<file path="src/hw/rtl/s2b_pkg.sv">
// ----------------------------------------------------------------------------
// s2b_pkg
// Shared types, constants and helpers for the spline to Bezier converter.
// ----------------------------------------------------------------------------
package s2b_pkg;

  localparam int unsigned MAX_POINTS_DEF     = 16;
  localparam int unsigned COEF_FRAC_BITS_DEF = 12;
  localparam int unsigned PADDR_W            = 6;
  localparam int unsigned PDATA_W            = 64;
  localparam int unsigned COORD_W            = 16;
  localparam int unsigned SUM_W              = 35;

  typedef enum logic [2:0] {
    REG_COEF_ROW0 = 3'd0,
    REG_COEF_ROW1 = 3'd1,
    REG_COEF_ROW2 = 3'd2,
    REG_COEF_ROW3 = 3'd3,
    REG_CLOSED    = 3'd4,
    REG_END_DUP   = 3'd5
  } reg_idx_t;

  typedef struct packed {
    logic [3:0][PDATA_W-1:0] coef_row;
    logic                    closed_curve;
    logic [1:0]              end_duplicates;
  } cfg_t;

  typedef struct packed {
    logic       wr_en;
    logic       rd_en;
    logic [1:0] rd_slot;
    logic       mul_en;
    logic [2:0] mul_idx;
    logic       div_start;
    logic       out_load;
    logic [1:0] out_sel;
    logic       out_last;
    logic       out_status;
    logic       out_single;
  } dp_cmd_t;

  typedef struct packed {
    logic div_busy;
    logic out_valid;
  } dp_sts_t;

  function automatic logic [COORD_W-1:0] sat16(input logic signed [47:0] v);
    logic [COORD_W-1:0] r;
    if (v > 48'sd32767) begin
      r = 16'h7fff;
    end else if (v < -48'sd32768) begin
      r = 16'h8000;
    end else begin
      r = v[COORD_W-1:0];
    end
    return r;
  endfunction

endpackage

</file>
<file path="src/hw/rtl/s2b_regs.sv">
// ----------------------------------------------------------------------------
// s2b_regs
// APB register file: basis matrix rows, closed curve flag, end duplicates.
// ----------------------------------------------------------------------------
module s2b_regs (
  input  logic                          clk,
  input  logic                          rst,
  input  logic                          psel,
  input  logic                          penable,
  input  logic                          pwrite,
  input  logic [s2b_pkg::PADDR_W-1:0]   paddr,
  input  logic [s2b_pkg::PDATA_W-1:0]   pwdata,
  output logic [s2b_pkg::PDATA_W-1:0]   prdata,
  output logic                          pready,
  output s2b_pkg::cfg_t                 cfg
);

  s2b_pkg::reg_idx_t idx;
  logic              wr;

  assign idx    = s2b_pkg::reg_idx_t'(paddr[s2b_pkg::PADDR_W-1:3]);
  assign wr     = psel && penable && pwrite;
  assign pready = 1'b1;

  always_ff @(posedge clk) begin
    if (rst) begin
      cfg.coef_row       <= '0;
      cfg.closed_curve   <= 1'b0;
      cfg.end_duplicates <= 2'd2;
    end else if (wr) begin
      unique case (idx)
        s2b_pkg::REG_COEF_ROW0: cfg.coef_row[0]       <= pwdata;
        s2b_pkg::REG_COEF_ROW1: cfg.coef_row[1]       <= pwdata;
        s2b_pkg::REG_COEF_ROW2: cfg.coef_row[2]       <= pwdata;
        s2b_pkg::REG_COEF_ROW3: cfg.coef_row[3]       <= pwdata;
        s2b_pkg::REG_CLOSED:    cfg.closed_curve      <= pwdata[0];
        s2b_pkg::REG_END_DUP:   cfg.end_duplicates    <= pwdata[1:0];
        default: ;
      endcase
    end
  end

  always_comb begin
    unique case (idx)
      s2b_pkg::REG_COEF_ROW0: prdata = cfg.coef_row[0];
      s2b_pkg::REG_COEF_ROW1: prdata = cfg.coef_row[1];
      s2b_pkg::REG_COEF_ROW2: prdata = cfg.coef_row[2];
      s2b_pkg::REG_COEF_ROW3: prdata = cfg.coef_row[3];
      s2b_pkg::REG_CLOSED:    prdata = {{(s2b_pkg::PDATA_W-1){1'b0}}, cfg.closed_curve};
      s2b_pkg::REG_END_DUP:   prdata = {{(s2b_pkg::PDATA_W-2){1'b0}}, cfg.end_duplicates};
      default:                prdata = '0;
    endcase
  end

endmodule

</file>
<file path="config.mk">
export PLATFORM = sky130hd
export DESIGN_NAME = s2b_regs
export DESIGN_NICKNAME = d
export VERILOG_FILES = /design/src/hw/rtl/s2b_pkg.sv /design/src/hw/rtl/s2b_regs.sv
export SDC_FILE = /design/constraint.sdc
export NUM_CORES = 1
export LEC_CHECK = 0
export ABC_AREA = 1
export BUFFER_PORTS_ARGS = -buffer_cell sky130_fd_sc_hd__buf_2
export CAP_MARGIN = 10
export CELL_PAD_IN_SITES_DETAIL_PLACEMENT = 1
export CELL_PAD_IN_SITES_GLOBAL_PLACEMENT = 2
export CORE_MARGIN = 1.5
export CORE_UTILIZATION = 24
export CTS_BUF_LIST = sky130_fd_sc_hd__clkbuf_8
export DETAILED_ROUTE_END_ITERATION = 16
export PLACE_DENSITY = 0.81
export SLEW_MARGIN = 20
export SYNTH_ARGS = -nofsm -noshare
export SYNTH_HDL_FRONTEND = slang
export SYNTH_SLANG_ARGS = --single-unit
</file>
<file path="constraint.sdc">
create_clock -name clk -period 1.45 [get_ports clk]
set_input_delay 0.29 -clock clk [delete_from_list [all_inputs] [get_ports clk]]
set_output_delay 0.29 -clock clk [all_outputs]
set_load 0.1 [all_outputs]
</file>
==> results.json, run 1 <==
{
  "synth_area_leader_cell": "dfxtp_1",
  "drt_wl_total_um": 70000,
  "hold_class": "input port to flop",
  "cts_made_buffers": 49,
  "antenna_found_initial": 0,
  "cts_tree": "done",
  "fin_util_pct": 50.9,
  "p_per_area_nw_per_um2": 648,
  "via_count": 15731,
  "syn_inst": 2031,
  "switchingPower_mw": 5.42,
  "fin_skew_ns": 0,
  "hold_violations": 0,
  "synth_fp_nets": 2106,
  "worst_ep_arrival_time_ns": 1.63,
  "ys_ff_latch": 259,
  "cts.clk_slew.worst_paths_ns": 0.06,
  "finalWorstSetupSlack_ns": -0.467,
  "wl_per_cell_um": 21.2,
  "critPathRequiredTime_ns": 1.16,
  "p_clk_share_pct": 40.3,
  "netSwitchingFraction_pct": 31.9,
  "cts_root_buf": "clkbuf_8",
  "hpwl_um": 38400,
  "final_antenna_net_count": 0,
  "core_um2": 51500,
  "area_growth_pct": 109,
  "fin_crit_sh_pct": 132,
  "ys_types": 21,
  "comb_power_share_pct": 18.7,
  "synth.top_cells.by_area": "dfxtp_1 41%, nand2_1 17%, nor2_1 17%, nand3_1 7.9%, inv_1 5.7%",
  "drive_gt1_share_pct": 52.6,
  "num_rows": 83,
  "critPathLaunchType": "input port",
  "maxSlewViolCount": 0,
  "maxCapViolations": 0,
  "ys_seq_area_share_pct": 41.3,
  "dr.pass1.iters": 6,
  "syn_avg_cell_area_um2": 6.18,
  "die_h_um": 232,
  "max_freq_ghz": 0.522,
  "crit_type": "input port to primary output",
  "io_buffers": 394,
  "async_flop_share_pct": 0,
  "top_register": "cfg",
  "dieArea_um2": 53700,
  "initial_utilization_pct": 24.4,
  "cp_max_fo": 8,
  "htree_levels": 2,
  "holdWs_ns": 0.0557,
  "p_int_mw": 11.6,
  "top_regs": "cfg (259)",
  "final_area_um2": 26200,
  "gp_congestion": 0.835,
  "layout_min_cycle_time_ns": 1.92,
  "diodes": 0,
  "postPlaceCellArea_um2": 18300,
  "netlist_area_um2": 12600,
  "synth_common_cells": "583 x nand2_1, 583 x nor2_1, 259 x dfxtp_1",
  "grtUsageTotal_pct": 23.6,
  "worst_setup_path_end_kind": "primary output",
  "grt_overflow": 0,
  "drtIter0Drc": 856,
  "die_w_um": 232,
  "via_per_inst": 4.78,
  "rsz0062_at_grt": "true",
  "numClockSinks": 259,
  "nNetsFinal": 2661,
  "first_global_vias": 16522,
  "outcome": "complete, but fails checks",
  "ioPinCount": 399,
  "synthFlopType": "dfxtp_1",
  "p_seq_share_pct": 41.0,
  "grt_max_degree": 55,
  "p_leak_nw": 11.2,
  "peakVddDrop_uv": 459,
  "netlist.area_leader.share_pct": 41.3,
  "ys_warn_count": 0,
  "clock_tree.buffer_depth": 3,
  "clock_latency_ns": 0.60,
  "synth-edff-count": 0,
  "violations": "negative setup slack",
  "largest_reg_flops": 259,
  "setup_viol": 187,
  "drc": 0,
  "grt_first_pass_wirelength_um": 97900
}
[what timing repair did]
item	4_1_cts	5_1_grt
setup endpoints to repair	323	323
buffers inserted	39	75
resized for setup	1389	368
hold buffers	2	0
endpoints found under the hold margin	2	0
pin swaps	62	87
gates cloned	6	10
[logic make-up (layout without fill, tap and decap cells)]
logic type,count (synthesis),after routing,share of synthesized area (%)
flip-flops,259,259,41.3
AND/OR/NAND/NOR,1380,1380,43.9
other,1,1,0.0299
buffers and inverters,326,909,12.2
AO/OA/AOI/OAI,65,65,2.59
[critical path: stages]
cell and delay (ns):
buf_12 0.12, clkinv_8 0.05, nand2_4 0.05, nor2_4 0.15
buf_12 0.14, buf_12 0.15, buf_12 0.15, buf_8 0.12
nand2_2 0.05, nand2_2 0.06, inv_2 0.04, nand2_4 0.07
buf_12 0.17
[cell usage in the layout (no fill, tap or decap), types with 8 or more instances in the layout]
master,n
a21oi_2,30
buf_16,8
dfxtp_4,254
clkbuf_8,55
nor2_2,43
nand2_8,25
clkbuf_16,9
buf_4,114
nand2_4,76
nand2_1,407
nand2_2,76
nand3_1,198
a21oi_4,33
buf_2,68
nor2_1,527
buf_6,53
inv_1,99
buf_8,8
buf_12,372
nor2_4,21
inv_2,96
inv_4,15
[final cells by class]
type / instances / area (µm²)
Clock buffer: 55 / 757
Clock inverter: 24 / 123
Fill cell: 5824 / 25300
Inverter: 196 / 806
Multi-Input combinational cell: 1446 / 7710
Sequential cell: 259 / 6140
Tap cell: 680 / 851
Timing Repair Buffer: 634 / 9830
[worst paths after layout]
path | from | to | slack, ns | depth (start not counted)
min | pwdata[11] | cfg[206]$_SDFFE_PP0P_ | 0.06 | 5
min reg2reg | cfg[88]$_SDFFE_PP0P_ | cfg[88]$_SDFFE_PP0P_ | 0.50 | 2
max reg2reg | cfg[200]$_SDFFE_PP0P_ | cfg[200]$_SDFFE_PP0P_ | 0.60 | 4
max | paddr[4] | prdata[8] | -0.47 | 13
[layer usage]
| layer | GRT usage [%] | vias to the layer above | share of wire [%] |
|---|---|---|---|
| li1 | - | 7247 | - |
| met1 | 27.2 | 7714 | 39 |
| met2 | 41.9 | 559 | 51 |
| met3 | 4.62 | 211 | 4.9 |
| met4 | 10.3 | 0 | 4.9 |
| met5 | 0 | - | 0 |
[stage by stage]
stage	std cells	power (mW)	worst slack [ns]	TNS, ns
2_1_floorplan	2031	9.07	-0.200	-10.81
3_3_place_gp	3094	9.84	-0.436	-49.45
3_5_place_dp	3094	9.88	-0.466	-60.35
4_1_cts	3215	16.9	-0.445	-38.65
5_1_grt	3294	17.7	-0.511	-42.54
6_report	3294	17.0	-0.467	-28.46
[power groups by stage]
stage	combinational (mW)	clock (mW)	sequential, mW
floorplan	0.960	0	8.11
global placement	2.36	0	7.47
detailed placement	2.40	0	7.48
CTS	2.87	7.04	7.00
global route	3.32	7.38	6.97
finish	3.18	6.85	6.97
No activity file was read; power rests on OpenSTA's default activity.
==> run 2: changes to the inputs <==
SKIP_CTS_REPAIR_TIMING = 1   (was not set)
==> results.json, run 2 (same netlist as run 1, synthesis figures left out) <==
{
  "grt_first_pass_wirelength_um": 82000,
  "htree_levels": 2,
  "gp_congestion": 0.835,
  "fin_crit_sh_pct": 132,
  "worst_path_largest_cell_delay_ns": 0.19,
  "die_h_um": 232,
  "placed_cells": 3094,
  "cts_root_buf": "clkbuf_8",
  "p_per_area_nw_per_um2": 675,
  "wl_per_cell_um": 20.0,
  "r2r_setup_slack_ns": 0.59,
  "hpwl_um": 38400,
  "maxCapViolations": 0,
  "max_freq_ghz": 0.523,
  "final_antenna_net_count": 0,
  "worst_setup_path_end_kind": "primary output",
  "hp-start": "pwdata[47]",
  "num_rows": 83,
  "comb_power_share_pct": 17.6,
  "core_um2": 51500,
  "cp-startpoint": "paddr[3]",
  "p_int_mw": 11.5,
  "diodes": 0,
  "hold_depth": 5,
  "top_regs": "cfg (259)",
  "p_seq_share_pct": 41.6,
  "final_common_cell": "nor2_1",
  "drt_wl_total_um": 64600,
  "cp_top_family": "buffers and inverters",
  "antenna_found_initial": 0,
  "cts_made_buffers": 49,
  "critPathLaunchType": "input port",
  "nNetsFinal": 2594,
  "largest_reg_flops": 259,
  "grt_overflow": 0,
  "drc": 0,
  "p_clk_share_pct": 40.8,
  "p_leak_nw": 10.5,
  "layout_min_cycle_time_ns": 1.91,
  "maxSlewViolCount": 0,
  "initial_utilization_pct": 24.4,
  "grt_max_degree": 55,
  "area_growth_pct": 97.9,
  "cts.clk_slew.worst_paths_ns": 0.06,
  "most-common-layout-cells": "563 x nor2_1, 436 x nand2_1, 370 x buf_12, 242 x dfxtp_4, 198 x nand3_1",
  "holdWs_ns": 0.0509,
  "cts_tree": "done",
  "io_buffers": 394,
  "hold_class": "input port to flop",
  "reg2reg_from": "cfg[216]$_SDFFE_PP0P_",
  "numClockSinks": 259,
  "layout.cells.non_filler": 3227,
  "netSwitchingFraction_pct": 31.6,
  "switchingPower_mw": 5.29,
  "path_common_cell": "buf_12",
  "via_count": 15046,
  "clock_tree.buffer_depth": 3,
  "worst_ep_arrival_time_ns": 1.62,
  "die_w_um": 232,
  "first_global_vias": 14636,
  "top_register": "cfg",
  "outcome": "complete, but fails checks",
  "ioPinCount": 399,
  "reg2reg_depth": 4,
  "via_per_inst": 4.66,
  "place_ws_ns": -0.466,
  "clock_latency_ns": 0.59,
  "worst_path_max_delay_cell": "nor2_4",
  "drtIter0Drc": 681,
  "violations": "negative setup slack",
  "grtUsageTotal_pct": 19.3,
  "rsz0062_at_grt": "true",
  "hold_violations": 0,
  "critPathRequiredTime_ns": 1.16,
  "setup_viol": 130,
  "fin_skew_ns": 0,
  "crit_type": "input port to primary output",
  "crit_chain": "buf_12 -> inv_4 -> nand2_4 -> nor2_4 -> buf_12 -> buf_12 -> buf_12 -> nand2_1 -> nand2_1 -> inv_2 -> nand2_8 -> buf_12",
  "cp_num_buf_inv": 7,
  "cp_max_fo": 8,
  "dr.pass1.iters": 7,
  "crit_cells": 12,
  "finalWorstSetupSlack_ns": -0.462,
  "drive_gt1_share_pct": 47.4,
  "dieArea_um2": 53700,
  "peakVddDrop_uv": 472
}
## run 2: changes by cell type in the layout (fill, tap and decap cells not counted), sizes merged
cell / delta
inv: +1
dlygate4sd3: -1
buf: -65
clkinv: -1
clkbuf: -1
## run 2: final timing paths
| check | end |
|---|---|
| worst max-delay path | prdata[19] |
| worst min-delay path | cfg[242]$_SDFFE_PP0P_ |
| worst max register to register | cfg[216]$_SDFFE_PP0P_ |
| worst min register to register | cfg[210]$_SDFFE_PP0P_ |
## run 2: worst min-delay path: stages
cell and delay [ns]:
buf_2 0.08, inv_1 0.07, nand2_1 0.07, nand2_1 0.04
nor2_1 0.07
## run 2: power by group through the flow
stage               combinational [mW]  sequential [mW]  clock, mW
finish                            2.95             6.98       6.84
global route                      3.09             6.99       7.37
CTS                               2.40             7.32       7.05
detailed placement                2.40             7.48          0
global placement                  2.36             7.47          0
floorplan                        0.960             8.11          0
## run 2: layout make-up
| cell class | instances | area [µm²] |
|---|---|---|
| fill | 5945 | 26700 |
| sequential | 259 | 6110 |
| clock inverter | 24 | 123 |
| clock buffer | 55 | 757 |
| tap | 680 | 851 |
| timing repair buffer | 567 | 8980 |
| inverter | 196 | 771 |
| multi-input combinational | 1446 | 7250 |
## run 2: stage by stage
step | cell area, µm² | utilization, % | total power, mW | setup TNS, ns
after floorplan | 13700 | - | 9.07 | -10.81
after global placement | 18300 | 35.5 | 9.84 | -49.45
after detailed placement | 18300 | 35.5 | 9.88 | -60.35
after CTS | 19200 | 37.2 | 16.8 | -98.48
after global routing | 24800 | 48.2 | 17.5 | -39.39
final | 24800 | 48.2 | 16.8 | -26.16
## run 2: routing by layer
layer	GRT usage [%]	vias to the layer above	routed length, µm
met5	0	-	0
met4	5.97	0	1980
met3	3.50	129	2780
met2	33.2	414	33700
met1	24.2	7410	26100
li1	-	7093	-
